$ cat src/hw/rtl/rc4_pkg.sv
`default_nettype none
// ----------------------------------------------------------------------------
// rc4_pkg: shared types and microcode for the RC4 stream cipher engine
// Holds operation codes, step addresses, the control word and the program ROM.
// ----------------------------------------------------------------------------
package rc4_pkg;

   localparam int TABLE_SIZE = 256;

   localparam logic [1:0] OP_KEY_WRITE = 2'd0;
   localparam logic [1:0] OP_KEY_SCHED = 2'd1;
   localparam logic [1:0] OP_CRYPT     = 2'd2;

   typedef logic [3:0] pc_type;

   localparam pc_type PC_IDLE = 4'd0;
   localparam pc_type PC_FILL = 4'd1;
   localparam pc_type PC_KS0  = 4'd2;
   localparam pc_type PC_KS1  = 4'd3;
   localparam pc_type PC_KS2  = 4'd4;
   localparam pc_type PC_KS3  = 4'd5;
   localparam pc_type PC_EMIT = 4'd6;
   localparam pc_type PC_CR0  = 4'd7;
   localparam pc_type PC_CR1  = 4'd8;
   localparam pc_type PC_CR2  = 4'd9;
   localparam pc_type PC_CR3  = 4'd10;
   localparam pc_type PC_CR4  = 4'd11;

   typedef enum logic [2:0] {
      RD_CNT,
      RD_ACC_KS,
      RD_I_NEXT,
      RD_J_NEXT,
      RD_ACC
   } rd_sel_type;

   typedef enum logic [2:0] {
      WR_NONE,
      WR_FILL,
      WR_CNT_RD,
      WR_ACC_HELD,
      WR_I_RD,
      WR_J_HELD
   } wr_sel_type;

   typedef enum logic [2:0] {
      JMP_NEXT,
      JMP_ALWAYS,
      JMP_LOOP,
      JMP_DISPATCH,
      JMP_EMIT
   } jmp_type;

   typedef struct packed {
      rd_sel_type rd_sel;
      wr_sel_type wr_sel;
      logic       clr_idx;
      logic       inc_cnt;
      logic       adv_kpos;
      logic       inc_i;
      logic       ld_held;
      logic       ld_acc_ks;
      logic       ld_acc_sum;
      logic       ld_j;
      logic       ld_res;
      logic       emit;
      jmp_type    jmp;
      pc_type     target;
   } ctrl_type;

   typedef struct packed {
      logic       accept;
      logic [1:0] operation;
      logic       len_ok;
      logic       cnt_last;
      logic       slot_free;
   } seq_flags_type;

   function automatic ctrl_type ucode_rom(input pc_type pc);
      ctrl_type w;
      w = '0;
      w.rd_sel = RD_CNT;
      w.wr_sel = WR_NONE;
      w.jmp    = JMP_NEXT;
      w.target = PC_IDLE;
      case (pc)
         PC_IDLE: begin
            w.jmp = JMP_DISPATCH;
         end
         PC_FILL: begin
            w.wr_sel  = WR_FILL;
            w.inc_cnt = 1'b1;
            w.clr_idx = 1'b1;
            w.jmp     = JMP_LOOP;
            w.target  = PC_FILL;
         end
         PC_KS0: begin
            w.rd_sel = RD_CNT;
         end
         PC_KS1: begin
            w.rd_sel    = RD_ACC_KS;
            w.ld_held   = 1'b1;
            w.ld_acc_ks = 1'b1;
         end
         PC_KS2: begin
            w.wr_sel = WR_CNT_RD;
         end
         PC_KS3: begin
            w.wr_sel   = WR_ACC_HELD;
            w.inc_cnt  = 1'b1;
            w.adv_kpos = 1'b1;
            w.jmp      = JMP_LOOP;
            w.target   = PC_KS0;
         end
         PC_EMIT: begin
            w.emit   = 1'b1;
            w.jmp    = JMP_EMIT;
            w.target = PC_IDLE;
         end
         PC_CR0: begin
            w.rd_sel = RD_I_NEXT;
            w.inc_i  = 1'b1;
         end
         PC_CR1: begin
            w.rd_sel  = RD_J_NEXT;
            w.ld_held = 1'b1;
            w.ld_j    = 1'b1;
         end
         PC_CR2: begin
            w.wr_sel     = WR_I_RD;
            w.ld_acc_sum = 1'b1;
         end
         PC_CR3: begin
            w.wr_sel = WR_J_HELD;
            w.rd_sel = RD_ACC;
         end
         PC_CR4: begin
            w.ld_res = 1'b1;
            w.jmp    = JMP_ALWAYS;
            w.target = PC_EMIT;
         end
         default: begin
            w.jmp    = JMP_ALWAYS;
            w.target = PC_IDLE;
         end
      endcase
      return w;
   endfunction

endpackage
`default_nettype wire

$ cat src/hw/rtl/rc4_if.sv
`default_nettype none
// ----------------------------------------------------------------------------
// rc4_if: channel interfaces of the RC4 stream cipher engine
// Request, response and register write channels with valid/ready handshakes.
// ----------------------------------------------------------------------------
interface rc4_req_if;
   logic       valid;
   logic       ready;
   logic [1:0] operation;
   logic [7:0] key_index;
   logic [7:0] byte_in;
   logic       last_in;

   modport source (output valid, operation, key_index, byte_in, last_in, input ready);
   modport sink (input valid, operation, key_index, byte_in, last_in, output ready);
endinterface

interface rc4_rsp_if;
   logic       valid;
   logic       ready;
   logic [7:0] byte_out;
   logic       status;
   logic       last_out;

   modport source (output valid, byte_out, status, last_out, input ready);
   modport sink (input valid, byte_out, status, last_out, output ready);
endinterface

interface rc4_csr_if;
   logic       valid;
   logic       ready;
   logic [8:0] data;

   modport source (output valid, data, input ready);
   modport sink (input valid, data, output ready);
endinterface
`default_nettype wire

$ cat src/hw/rtl/rc4_sequencer.sv
`default_nettype none
// ----------------------------------------------------------------------------
// rc4_sequencer: step counter and program ROM
// Fetches one control word per step and chooses the next step address.
// ----------------------------------------------------------------------------
module rc4_sequencer import rc4_pkg::*; (
   input  logic          clock,
   input  logic          reset,
   input  seq_flags_type flags,
   output ctrl_type      ctrl,
   output pc_type        pc
);

   pc_type pc_ff;
   pc_type pc_in;

   always_comb begin
      ctrl = ucode_rom(pc_ff);
   end

   always_comb begin
      pc_in = pc_ff + 4'd1;
      case (ctrl.jmp)
         JMP_NEXT: begin
            pc_in = pc_ff + 4'd1;
         end
         JMP_ALWAYS: begin
            pc_in = ctrl.target;
         end
         JMP_LOOP: begin
            pc_in = flags.cnt_last ? pc_ff + 4'd1 : ctrl.target;
         end
         JMP_DISPATCH: begin
            pc_in = pc_ff;
            if (flags.accept && flags.operation == OP_KEY_SCHED) begin
               pc_in = flags.len_ok ? PC_FILL : PC_EMIT;
            end else if (flags.accept && flags.operation == OP_CRYPT) begin
               pc_in = PC_CR0;
            end
         end
         JMP_EMIT: begin
            pc_in = flags.slot_free ? ctrl.target : pc_ff;
         end
         default: begin
            pc_in = PC_IDLE;
         end
      endcase
   end

   always_ff @(posedge clock) begin
      if (reset) begin
         pc_ff <= PC_IDLE;
      end else begin
         pc_ff <= pc_in;
      end
   end

   assign pc = pc_ff;

endmodule
`default_nettype wire

$ cat src/hw/rtl/rc4_datapath.sv
`default_nettype none
// ----------------------------------------------------------------------------
// rc4_datapath: permutation table, key store, indices and result registers
// Executes the control word of each step on a one-read, one-write table.
// ----------------------------------------------------------------------------
module rc4_datapath import rc4_pkg::*; #(
   parameter int KEY_BYTES = 256
) (
   input  logic       clock,
   input  logic       reset,
   input  ctrl_type   ctrl,
   input  logic       accept,
   input  logic [1:0] operation,
   input  logic [7:0] key_index,
   input  logic [7:0] byte_in,
   input  logic       last_in,
   input  logic [8:0] key_length,
   input  logic       len_ok,
   output logic       cnt_last,
   output logic [7:0] res_byte,
   output logic       res_status,
   output logic       res_last
);

   localparam int KIDX_W = (KEY_BYTES > 1) ? $clog2(KEY_BYTES) : 1;
   localparam logic [8:0] KEY_BYTES_W = 9'(KEY_BYTES);

   logic [7:0]            perm_mem [TABLE_SIZE];
   logic [TABLE_SIZE-1:0] perm_vld_ff;
   logic [7:0]            rd_ff;
   logic                  rd_vld_ff;
   logic [7:0]            key_mem [KEY_BYTES];
   logic [7:0]            key_rd_ff;

   logic [7:0] i_ff, i_in;
   logic [7:0] j_ff, j_in;
   logic [7:0] acc_ff, acc_in;
   logic [7:0] held_ff, held_in;
   logic [7:0] cnt_ff, cnt_in;
   logic [7:0] kpos_ff, kpos_in;
   logic [7:0] data_ff, data_in;
   logic [7:0] res_ff, res_in;
   logic       status_ff, status_in;
   logic       eom_ff, eom_in;

   logic [7:0] rdv;
   logic [7:0] acc_ks;
   logic [7:0] i_next;
   logic [7:0] j_next;
   logic [7:0] sum_ab;
   logic [7:0] rd_addr;
   logic [7:0] wr_addr;
   logic [7:0] wr_data;
   logic       wr_en;
   logic       key_we;
   logic       bypass;

   assign rdv    = rd_vld_ff ? rd_ff : 8'h00;
   assign acc_ks = acc_ff + rdv + key_rd_ff;
   assign i_next = i_ff + 8'd1;
   assign j_next = j_ff + rdv;
   assign sum_ab = held_ff + rdv;

   always_comb begin
      case (ctrl.rd_sel)
         RD_CNT:    rd_addr = cnt_ff;
         RD_ACC_KS: rd_addr = acc_ks;
         RD_I_NEXT: rd_addr = i_next;
         RD_J_NEXT: rd_addr = j_next;
         RD_ACC:    rd_addr = acc_ff;
         default:   rd_addr = cnt_ff;
      endcase
   end

   always_comb begin
      wr_en   = 1'b1;
      wr_addr = cnt_ff;
      wr_data = rdv;
      case (ctrl.wr_sel)
         WR_NONE: begin
            wr_en = 1'b0;
         end
         WR_FILL: begin
            wr_addr = cnt_ff;
            wr_data = cnt_ff;
         end
         WR_CNT_RD: begin
            wr_addr = cnt_ff;
            wr_data = rdv;
         end
         WR_ACC_HELD: begin
            wr_addr = acc_ff;
            wr_data = held_ff;
         end
         WR_I_RD: begin
            wr_addr = i_ff;
            wr_data = rdv;
         end
         WR_J_HELD: begin
            wr_addr = j_ff;
            wr_data = held_ff;
         end
         default: begin
            wr_en = 1'b0;
         end
      endcase
   end

   assign bypass = wr_en && (wr_addr == rd_addr);

   always_ff @(posedge clock) begin
      if (wr_en) begin
         perm_mem[wr_addr] <= wr_data;
      end
      if (bypass) begin
         rd_ff <= wr_data;
      end else begin
         rd_ff <= perm_mem[rd_addr];
      end
   end

   always_ff @(posedge clock) begin
      if (reset) begin
         perm_vld_ff <= '0;
         rd_vld_ff   <= 1'b0;
      end else begin
         if (wr_en) begin
            perm_vld_ff[wr_addr] <= 1'b1;
         end
         rd_vld_ff <= bypass || perm_vld_ff[rd_addr];
      end
   end

   assign key_we = accept && (operation == OP_KEY_WRITE) && ({1'b0, key_index} < KEY_BYTES_W);

   always_ff @(posedge clock) begin
      if (key_we) begin
         key_mem[key_index[KIDX_W-1:0]] <= byte_in;
      end
      key_rd_ff <= key_mem[kpos_ff[KIDX_W-1:0]];
   end

   always_comb begin
      i_in      = i_ff;
      j_in      = j_ff;
      acc_in    = acc_ff;
      held_in   = held_ff;
      cnt_in    = cnt_ff;
      kpos_in   = kpos_ff;
      data_in   = data_ff;
      res_in    = res_ff;
      status_in = status_ff;
      eom_in    = eom_ff;
      if (accept) begin
         data_in   = byte_in;
         res_in    = 8'h00;
         status_in = (operation == OP_KEY_SCHED) && !len_ok;
         eom_in    = (operation == OP_CRYPT) && last_in;
      end
      if (ctrl.clr_idx) begin
         i_in    = 8'h00;
         j_in    = 8'h00;
         acc_in  = 8'h00;
         kpos_in = 8'h00;
      end
      if (ctrl.inc_cnt) begin
         cnt_in = cnt_ff + 8'd1;
      end
      if (ctrl.adv_kpos) begin
         if (({1'b0, kpos_ff} + 9'd1) == key_length) begin
            kpos_in = 8'h00;
         end else begin
            kpos_in = kpos_ff + 8'd1;
         end
      end
      if (ctrl.inc_i) begin
         i_in = i_next;
      end
      if (ctrl.ld_held) begin
         held_in = rdv;
      end
      if (ctrl.ld_acc_ks) begin
         acc_in = acc_ks;
      end
      if (ctrl.ld_acc_sum) begin
         acc_in = sum_ab;
      end
      if (ctrl.ld_j) begin
         j_in = j_next;
      end
      if (ctrl.ld_res) begin
         res_in = data_ff ^ rdv;
      end
   end

   always_ff @(posedge clock) begin
      if (reset) begin
         i_ff    <= 8'h00;
         j_ff    <= 8'h00;
         acc_ff  <= 8'h00;
         cnt_ff  <= 8'h00;
         kpos_ff <= 8'h00;
      end else begin
         i_ff    <= i_in;
         j_ff    <= j_in;
         acc_ff  <= acc_in;
         cnt_ff  <= cnt_in;
         kpos_ff <= kpos_in;
      end
   end

   always_ff @(posedge clock) begin
      held_ff   <= held_in;
      data_ff   <= data_in;
      res_ff    <= res_in;
      status_ff <= status_in;
      eom_ff    <= eom_in;
   end

   assign cnt_last   = (cnt_ff == 8'hFF);
   assign res_byte   = res_ff;
   assign res_status = status_ff;
   assign res_last   = eom_ff;

endmodule
`default_nettype wire

$ cat src/hw/rtl/rc4_stream_cipher.sv
`default_nettype none
// Crypt transaction: CR0 to CR4, then the emit step; requests wait for idle.
// Key schedule: 256 fill steps, then 4 steps per swap, on the permutation
// table (one read and one write port). Key byte write: no result. A bad key
// length goes straight to emit. Synchronous active-high reset clears
// control state and the table valid bits, so the table reads as zero.
// ----------------------------------------------------------------------------
// rc4_stream_cipher: RC4 stream cipher engine, top level
// Microcoded sequencer driving a table datapath, with a response register.
// ----------------------------------------------------------------------------
module rc4_stream_cipher import rc4_pkg::*; #(
   parameter int KEY_BYTES = 256
) (
   input  logic     clock,
   input  logic     reset,
   rc4_req_if.sink  req_if,
   rc4_rsp_if.source rsp_if,
   rc4_csr_if.sink  csr_if
);

   localparam logic [8:0] KEY_BYTES_W = 9'(KEY_BYTES);

   logic [8:0]    key_length_ff, key_length_in;
   logic          rsp_valid_ff, rsp_valid_in;
   logic [7:0]    rsp_byte_ff;
   logic          rsp_status_ff;
   logic          rsp_last_ff;
   logic          accept;
   logic          len_ok;
   logic          slot_free;
   logic          cnt_last;
   logic [7:0]    res_byte;
   logic          res_status;
   logic          res_last;
   ctrl_type      ctrl;
   pc_type        pc;
   seq_flags_type flags;

   assign req_if.ready = (pc == PC_IDLE) && !reset;
   assign csr_if.ready = !reset;
   assign accept       = req_if.valid && req_if.ready;
   assign len_ok       = (key_length_ff != 9'd0) && (key_length_ff <= KEY_BYTES_W);
   assign slot_free    = !rsp_valid_ff || rsp_if.ready;

   always_comb begin
      flags.accept    = accept;
      flags.operation = req_if.operation;
      flags.len_ok    = len_ok;
      flags.cnt_last  = cnt_last;
      flags.slot_free = slot_free;
   end

   rc4_sequencer u_seq (
      .clock (clock),
      .reset (reset),
      .flags (flags),
      .ctrl  (ctrl),
      .pc    (pc)
   );

   rc4_datapath #(
      .KEY_BYTES (KEY_BYTES)
   ) u_dp (
      .clock      (clock),
      .reset      (reset),
      .ctrl       (ctrl),
      .accept     (accept),
      .operation  (req_if.operation),
      .key_index  (req_if.key_index),
      .byte_in    (req_if.byte_in),
      .last_in    (req_if.last_in),
      .key_length (key_length_ff),
      .len_ok     (len_ok),
      .cnt_last   (cnt_last),
      .res_byte   (res_byte),
      .res_status (res_status),
      .res_last   (res_last)
   );

   always_comb begin
      key_length_in = key_length_ff;
      if (csr_if.valid && csr_if.ready) begin
         key_length_in = csr_if.data;
      end
      rsp_valid_in = rsp_valid_ff;
      if (rsp_if.ready) begin
         rsp_valid_in = 1'b0;
      end
      if (ctrl.emit && slot_free) begin
         rsp_valid_in = 1'b1;
      end
   end

   always_ff @(posedge clock) begin
      if (reset) begin
         key_length_ff <= 9'd1;
         rsp_valid_ff  <= 1'b0;
      end else begin
         key_length_ff <= key_length_in;
         rsp_valid_ff  <= rsp_valid_in;
      end
   end

   always_ff @(posedge clock) begin
      if (ctrl.emit && slot_free) begin
         rsp_byte_ff   <= res_byte;
         rsp_status_ff <= res_status;
         rsp_last_ff   <= res_last;
      end
   end

   assign rsp_if.valid    = rsp_valid_ff;
   assign rsp_if.byte_out = rsp_byte_ff;
   assign rsp_if.status   = rsp_status_ff;
   assign rsp_if.last_out = rsp_last_ff;

`ifndef NO_ASSERTIONS
   a_rsp_from_emit: assert property (@(posedge clock) disable iff (reset)
      $rose(rsp_valid_ff) |-> $past(pc == PC_EMIT))
      else $error("response raised outside the emit step");

   a_crypt_start: assert property (@(posedge clock) disable iff (reset)
      accept && req_if.operation == OP_CRYPT |=> pc == PC_CR0)
      else $error("crypt transaction did not start its program");

   a_bad_len: assert property (@(posedge clock) disable iff (reset)
      accept && req_if.operation == OP_KEY_SCHED && !len_ok |=> pc == PC_EMIT)
      else $error("invalid key length did not answer at once");

   a_key_write: assert property (@(posedge clock) disable iff (reset)
      accept && req_if.operation == OP_KEY_WRITE |=> pc == PC_IDLE)
      else $error("key byte write left the idle step");
`endif

endmodule
`default_nettype wire

$ cat src/flat_wrapper.sv
// flat-port wrapper written by rule: the top's interface ports become plain ports
module rc4_stream_cipher_flat import rc4_pkg::*;
#(
   parameter int KEY_BYTES = 256
)
  (clock, reset, req_if_valid, req_if_operation, req_if_key_index, req_if_byte_in, req_if_last_in, req_if_ready, rsp_if_valid, rsp_if_byte_out, rsp_if_status, rsp_if_last_out, rsp_if_ready, csr_if_valid, csr_if_data, csr_if_ready);
  rc4_req_if req_if_i ();
  rc4_rsp_if rsp_if_i ();
  rc4_csr_if csr_if_i ();
  input  logic clock;
  input  logic reset;
  input wire logic [$bits(req_if_i.valid)-1:0] req_if_valid;
  input wire logic [$bits(req_if_i.operation)-1:0] req_if_operation;
  input wire logic [$bits(req_if_i.key_index)-1:0] req_if_key_index;
  input wire logic [$bits(req_if_i.byte_in)-1:0] req_if_byte_in;
  input wire logic [$bits(req_if_i.last_in)-1:0] req_if_last_in;
  output wire logic [$bits(req_if_i.ready)-1:0] req_if_ready;
  output wire logic [$bits(rsp_if_i.valid)-1:0] rsp_if_valid;
  output wire logic [$bits(rsp_if_i.byte_out)-1:0] rsp_if_byte_out;
  output wire logic [$bits(rsp_if_i.status)-1:0] rsp_if_status;
  output wire logic [$bits(rsp_if_i.last_out)-1:0] rsp_if_last_out;
  input wire logic [$bits(rsp_if_i.ready)-1:0] rsp_if_ready;
  input wire logic [$bits(csr_if_i.valid)-1:0] csr_if_valid;
  input wire logic [$bits(csr_if_i.data)-1:0] csr_if_data;
  output wire logic [$bits(csr_if_i.ready)-1:0] csr_if_ready;
  assign req_if_i.valid = req_if_valid;
  assign req_if_i.operation = req_if_operation;
  assign req_if_i.key_index = req_if_key_index;
  assign req_if_i.byte_in = req_if_byte_in;
  assign req_if_i.last_in = req_if_last_in;
  assign req_if_ready = req_if_i.ready;
  assign rsp_if_valid = rsp_if_i.valid;
  assign rsp_if_byte_out = rsp_if_i.byte_out;
  assign rsp_if_status = rsp_if_i.status;
  assign rsp_if_last_out = rsp_if_i.last_out;
  assign rsp_if_i.ready = rsp_if_ready;
  assign csr_if_i.valid = csr_if_valid;
  assign csr_if_i.data = csr_if_data;
  assign csr_if_ready = csr_if_i.ready;
  rc4_stream_cipher #(.KEY_BYTES(KEY_BYTES)) u_core (.clock(clock), .reset(reset), .req_if(req_if_i), .rsp_if(rsp_if_i), .csr_if(csr_if_i));
endmodule
$ cat config.mk
export PLATFORM = sky130hd
export DESIGN_NAME = rc4_stream_cipher_flat
export DESIGN_NICKNAME = d
export VERILOG_FILES = /design/src/hw/rtl/rc4_pkg.sv /design/src/hw/rtl/rc4_if.sv /design/src/hw/rtl/rc4_sequencer.sv /design/src/hw/rtl/rc4_datapath.sv /design/src/hw/rtl/rc4_stream_cipher.sv /design/src/flat_wrapper.sv
export SDC_FILE = /design/constraint.sdc
export NUM_CORES = 2
export LEC_CHECK = 0
export ABC_AREA = 1
export BUFFER_PORTS_ARGS = -buffer_cell sky130_fd_sc_hd__clkbuf_2
export CORE_ASPECT_RATIO = 0.6
export CORE_UTILIZATION = 35
export CTS_BUF_LIST = sky130_fd_sc_hd__clkbuf_8 sky130_fd_sc_hd__clkbuf_16
export DETAILED_ROUTE_END_ITERATION = 8
export PLACE_DENSITY = 0.6
export RECOVER_POWER = 25
export SLEW_MARGIN = 25
export SYNTH_ARGS = -nofsm -noshare
export SYNTH_HDL_FRONTEND = slang
export SYNTH_SLANG_ARGS = --single-unit
$ cat constraint.sdc
create_clock -name clock -period 20.2 [get_ports clock]
set_input_delay 1.01 -clock clock [delete_from_list [all_inputs] [get_ports clock]]
set_output_delay 1.01 -clock clock [all_outputs]
set_load 0.005 [all_outputs]
# Word level (Yosys, flattened, before mapping)
# Memory sizes are Yosys's and may differ from the RTL's. A register that Yosys moved wholly into a read port is not among the register bits.
# Cells that the tools add are included.
# word_totals
regBits	347
ramBits	4096
out_inout_bits	13
memories	2
# op_classes
n_addsub	9
magnitude_cmp	4
n_eq_ne	31
mux	44
bitwise	2
reduce_logical	33
# mem_list
name	depth	word_bits	read_ports	rd_ports_with_merged_regs	write_ports	line_no	source
u_core.u_dp.key_mem	256	8	1	1	1	rc4_datapath.sv:32	logic [7:0] key_mem [KEY_BYTES];
u_core.u_dp.perm_mem	256	8	1	1	1	rc4_datapath.sv:28	logic [7:0] perm_mem [TABLE_SIZE];
# ops
operator	n
OR 256 bit	1
2-to-1 mux 8 bit	10
adder 8 bit	4
one-hot mux 8 bit (4 select lines)	1
adder 8 x 1 -> 8 bit, second input constant	3
one-hot mux 3 bit (4 select lines)	2
one-hot mux 8 bit (3 select lines)	1
one-hot mux 4 bit (5 select lines)	1
2-to-1 mux 1 bit	19
equality test 3 x 2 -> 1 bit, second input constant	6
< comparator 8 x 9 -> 1 bit, second input constant	2
equality test 4 x 3 -> 1 bit, second input constant	4
equality test 4 bit, second input constant	4
2-to-1 mux 4 bit	4
one-hot mux 8 bit (2 select lines)	1
one-hot mux 3 bit (5 select lines)	1
equality test 3 bit, second input constant	4
logical AND 1 bit	12
nonzero test 2 bit	5
adder 8 x 1 -> 9 bit, second input constant	1
equality test 3 x 1 -> 1 bit, second input constant	3
equality test 9 bit	1
<= comparator 9 bit, second input constant	1
one-hot mux 3 bit (3 select lines)	1
other kinds (25)	31

# Depth between registers and ports, before layout
# logic_depth
depth_word	9
depth_mapped	37
mapped_depth_nobuf	31

# Hierarchy
# A second synthesis with hierarchy kept.
# hier_totals
cells_unflattened	14737
hier_area_um2	178725.2
# modules_own_cells
mod	instances	cells_per_inst	area_per_inst_um2	seq_area_each_um2
rc4_datapath	1	14559	177345.1	130044.7
rc4_stream_cipher	1	70	716.9	500.5
rc4_sequencer	1	108	663.1	80.1

# Least setup slack after synthesis
# No wires, ideal clock.
# synth_timing
path_type	register -> register
startpoint	reg with a tool-made name
endpoint	mem u_core.u_dp.perm_mem[0][1], data pin
arrival_time_ns	12.096
required_ns	18.006
setup_slack_ns	5.909
stages_incl_launch_ff	16
path_buffers	5
cell_sequence	dfxtp_1 -> buf_4 -> buf_2 -> buf_2 -> clkbuf_1 -> clkbuf_1 -> nor2_1 -> o22ai_1 -> nand2_1 -> nand3_1 -> nand3_1 -> nand3_1 -> nand3_1 -> nand3_1 -> nand3_1 -> o21ai_0
# synth_rtl
item	line_no
end, declared	rc4_datapath.sv:28

# Worst setup path after layout
# layout_timing
startpoint	in req_if_byte_in[7]
endpoint	mem u_core.u_dp.key_mem[38][7], data pin
# layout_rtl
item	line_no	source
start, declared	flat_wrapper.sv:15	input wire logic [$bits(req_if_i.byte_in)-1:0] req_if_byte_in;
end, declared	rc4_datapath.sv:32	
# Straight into the memory's write port.

==> flow_metrics.py <==
metrics = {
    "worst_hold_path": {
        "timing.hold.worst_endpoint": "u_core.key_length_ff[1]",
        "hp-start": "csr_if_data[1]",
        "worst_hold_class": "input port to flop",
        "hold_depth": 3,
    },
    "worst_setup_path": {
        "worstPathRequired_ns": 20.29,
        "critical_path.max_stage_delay_ns": 3.85,
        "crit_arrival_ns": 10.84,
        "r2r.worst_path.cells": 31,
        "critical_path_source_type": "input port",
        "worstSetupPathType": "input port to flop",
        "standard_cell_with_the_maximum_stage_delay_on_the_critical_path": "sky130_fd_sc_hd__clkbuf_1",
        "cp_cell_sequence": "clkbuf_1 > clkbuf_1 > clkbuf_1",
        "worst_path_most_repeated_cell": "sky130_fd_sc_hd__clkbuf_1",
        "path_buf_inv": 3,
        "r2r_end": "u_core.u_dp.rd_vld_ff",
        "worst-r2r-setup-slack_ns": 10.90,
        "crit_fanout": 106,
        "critPathCaptureType": "flop",
        "worstSetupPathDepth": 3,
        "family_with_the_most_delay_on_the_worst_path": "buffers and inverters",
    },
    "global_route": {
        "first_global_vias": 109000,
        "gr-max-usage-layer": "met1",
        "grt_first_pass_wirelength_um": 788000,
        "grt_antenna_before_repair": 18,
        "grt_overall_usage_pct": 20.3,
        "use_met3_pct": 4.83,
        "sum_of_overflow_across_all_layers_after_global_routing": 0,
        "met2_use_gr_pct": 27.9,
        "grt_util_met1_pct": 32.1,
        "grt_start_max_net_pins": 201,
    },
    "sta": {
        "final_hold_viol_count": 0,
        "max_slew_violation_count": 2356,
        "clock-skew-final_ns": 0.0819,
        "unrepaired_setup_endpoints_after_global_routing": "false",
        "timing.final.setup_violations": 0,
        "worst-slew-pin-transition_ns": 6.46,
        "fin_setup_tns_ns": 0,
        "layout_worst_path_cycle_share_pct": 53.2,
        "finalWorstPathRequiredPeriod_ns": 10.74,
        "fin_worst_hold_slack_ns": 0.294,
        "max_freq_mhz": 93.1,
        "setup_ws_ns": 9.46,
        "timing.max_slew.rel_slack_pct": -331,
    },
    "drt": {
        "drt_first_pass_iters": 6,
        "number_of_routed_nets_with_antenna_violations": 0,
        "first_iter_violations": 18500,
        "routed-via-count": 121000,
        "post_drt_wl_per_cell_um": 25.4,
        "drc": 0,
        "drt-total-wl_um": 545000,
        "viasPerCell": 5.63,
    },
    "synth": {
        "ys_async_sr_fraction_pct": 0,
        "flip_flop_and_latch_count_after_synthesis": 4459,
        "synth_top_area_share_pct": 69.5,
        "synth-edff-count": 4132,
        "syn_area_per_cell_um2": 12.1,
        "post_synth_main_area_contributors": "sky130_fd_sc_hd__edfxtp_1 69%, sky130_fd_sc_hd__nor2_1 6.7%, sky130_fd_sc_hd__o21ai_0 5.9%",
        "synth_top_cells_by_count": "4132 x sky130_fd_sc_hd__edfxtp_1, 3184 x sky130_fd_sc_hd__nor2_1, 2105 x sky130_fd_sc_hd__o21ai_0",
        "synth_area_leader_cell": "sky130_fd_sc_hd__edfxtp_1",
        "post_synth_inst_count": 14800,
        "synthesis.area_um2": 179000,
        "yosys.cell_count.top_type": "sky130_fd_sc_hd__edfxtp_1",
        "synthFlopType": "sky130_fd_sc_hd__edfxtp_1",
        "synth_sequential_area_ratio_pct": 73.1,
        "synth_cell_types": 59,
        "syn-num-nets": 14800,
        "yosys_warnings": 0,
    },
    "floorplan": {
        "die_area_um2": 513000,
        "initial_core_util_pct": 35.3,
        "die_h_um": 555,
        "std_cell_rows": 202,
        "core_um2": 506000,
        "io_pins": 46,
        "die_w_um": 924,
    },
    "finish": {
        "p_r_area_growth_vs_syn_pct": 10.8,
        "register_area_um2": 131000,
        "finish.net_count": 14500,
        "post_route_cells_drive_above_1_share_pct": 7.21,
        "layout.cells.non_filler": 21400,
        "combined_area_of_the_multi_input_logic_cells_um2": 43200,
        "fill_cell_instance_count_of_the_final_layout": 47700,
    },
    "flow_run": {
        "drv.max_cap_violation_count": 30,
    },
    "place": {
        "dp_worst_setup_slack_ns": 10.67,
        "gpl.final_weighted_congestion": 0.918,
        "portBuffers": 45,
        "dp_hpwl_um": 313000,
        "dp_cells": 20700,
    },
    "power_and_ir_drop": {
        "power.density_nw_per_um2": 114,
        "ir_worst_vdd_mv": 0.117,
        "total_power_draw_mw": 22.5,
        "power.static_leakage_nw": 64.2,
    },
    "clock_tree": {
        "tritoncts": "yes",
        "clk_pin_slew_ns": 0.07,
        "cts_inserted_buffers": 372,
        "clk_path_buf_depth": 4,
        "postCtsSetupRepairBufs": 0,
        "cts_hold_buffers": 0,
        "clock_root_buffer": "sky130_fd_sc_hd__clkbuf_16",
        "clock_insertion_delay_worst_skew_ns": 0.97,
        "clock_sinks": 4459,
        "number_of_cells_upsized_or_downsized_after_cts": 0,
        "cts_htree_levels": 5,
    },
    "status": {
        "result_of_the_run": "finished with violations",
        "failing_checks": "capacitance limit, slew limit",
    },
}
## registers in the layout (all words and copies together) (netlist names), named ones only
name	cells
u_core.key_length_ff	9
u_core.rsp_if.byte_out	8
u_core.rsp_if.last_out	1
u_core.rsp_if.status	1
u_core.rsp_if.valid	1
u_core.u_dp.acc_ff	8
u_core.u_dp.cnt_ff	8
u_core.u_dp.data_ff	8
u_core.u_dp.held_ff	8
u_core.u_dp.i_ff	8
u_core.u_dp.j_ff	8
u_core.u_dp.key_mem	2048
u_core.u_dp.key_rd_ff	8
u_core.u_dp.kpos_ff	8
u_core.u_dp.perm_mem	2048
u_core.u_dp.perm_vld_ff	256
u_core.u_dp.rd_vld_ff	1
u_core.u_dp.res_byte	8
u_core.u_dp.res_last	1
u_core.u_dp.res_status	1
u_core.u_seq.pc	4
## layout make-up
cell class | count | share of cell area, %
clock inverters | 287 | 1.15
inverters | 314 | 0.621
multi-input cells | 8938 | 21.8
flip-flops and latches | 4459 | 66.0
clock buffers | 397 | 4.93
repair buffers | 303 | 1.24
well taps | 6732 | 4.25
diodes | 10 | 0.0126
## cells by family (layout without fill, tap and decap cells)
kind of cell | Yosys count | in the layout | share of synthesized area [%]
fa+ha+maj | 37 | 37 | 0.301
other cells | 0 | 10 | 0
flops | 4459 | 4459 | 73.1
compound gates | 3464 | 3464 | 11.1
xor+xnor | 24 | 24 | 0.118
buf+inv | 1365 | 1301 | 2.97
simple gates | 5413 | 5413 | 12.3
## metal layers
layer	vias to the layer above	part of all wire [%]
met5	-	0.014
met3	815	12
li1	53100	-
met4	12	2.5
met1	59700	44
met2	7083	41
## report_power, final
part	internal (mW)	switching (mW)	leakage [nW]	total, mW
combinational	1.04	3.44	17.8	4.48
sequential	10.6	0.0610	40.3	10.7
clock	3.90	3.46	6.18	7.36
total	15.5	6.96	64.2	22.5
## cells in the final DEF (no fill, tap or decap), types with 113 or more instances in the layout
cell type / instances
sky130_fd_sc_hd__buf_4: 210
sky130_fd_sc_hd__clkbuf_16: 381
sky130_fd_sc_hd__dfxtp_1: 317
sky130_fd_sc_hd__edfxtp_1: 4132
sky130_fd_sc_hd__inv_1: 334
sky130_fd_sc_hd__nand2_1: 1097
sky130_fd_sc_hd__nand3_1: 965
sky130_fd_sc_hd__nor2_1: 3099
sky130_fd_sc_hd__nor2_2: 113
sky130_fd_sc_hd__o211ai_1: 134
sky130_fd_sc_hd__o21ai_0: 2097
sky130_fd_sc_hd__o221ai_1: 248
sky130_fd_sc_hd__o22ai_1: 766
## worst max-delay path by stage
| stage | start | end | slack (ns) |
|---|---|---|---|
| 6_report | req_if_byte_in[7] | u_core.u_dp.key_mem[38][7] | 9.46 |
| 5_1_grt | req_if_byte_in[7] | u_core.u_dp.key_mem[38][7] | 8.89 |
| 4_1_cts | flop | u_core.u_dp.rd_vld_ff | 10.66 |
| 3_5_place_dp | flop | u_core.u_dp.rd_vld_ff | 10.67 |
| 3_3_place_gp | flop | u_core.u_dp.rd_vld_ff | 10.69 |
| 2_1_floorplan | flop | u_core.u_dp.perm_mem[0][1] | 5.91 |
## metrics by stage
stage	utilization, %	cell area [um^2]
detailed placement	36.7	186000
CTS	39.1	198000
finish	39.1	198000
global route	39.1	198000
floorplan	-	179000
global placement	36.7	186000
## worst min-delay path, delay by kind of cell
family,cells,cell delay [ns]
buf+inv,1,0.09
simple gates,2,0.13
Note: power is estimated with default switching activity, not from simulation.
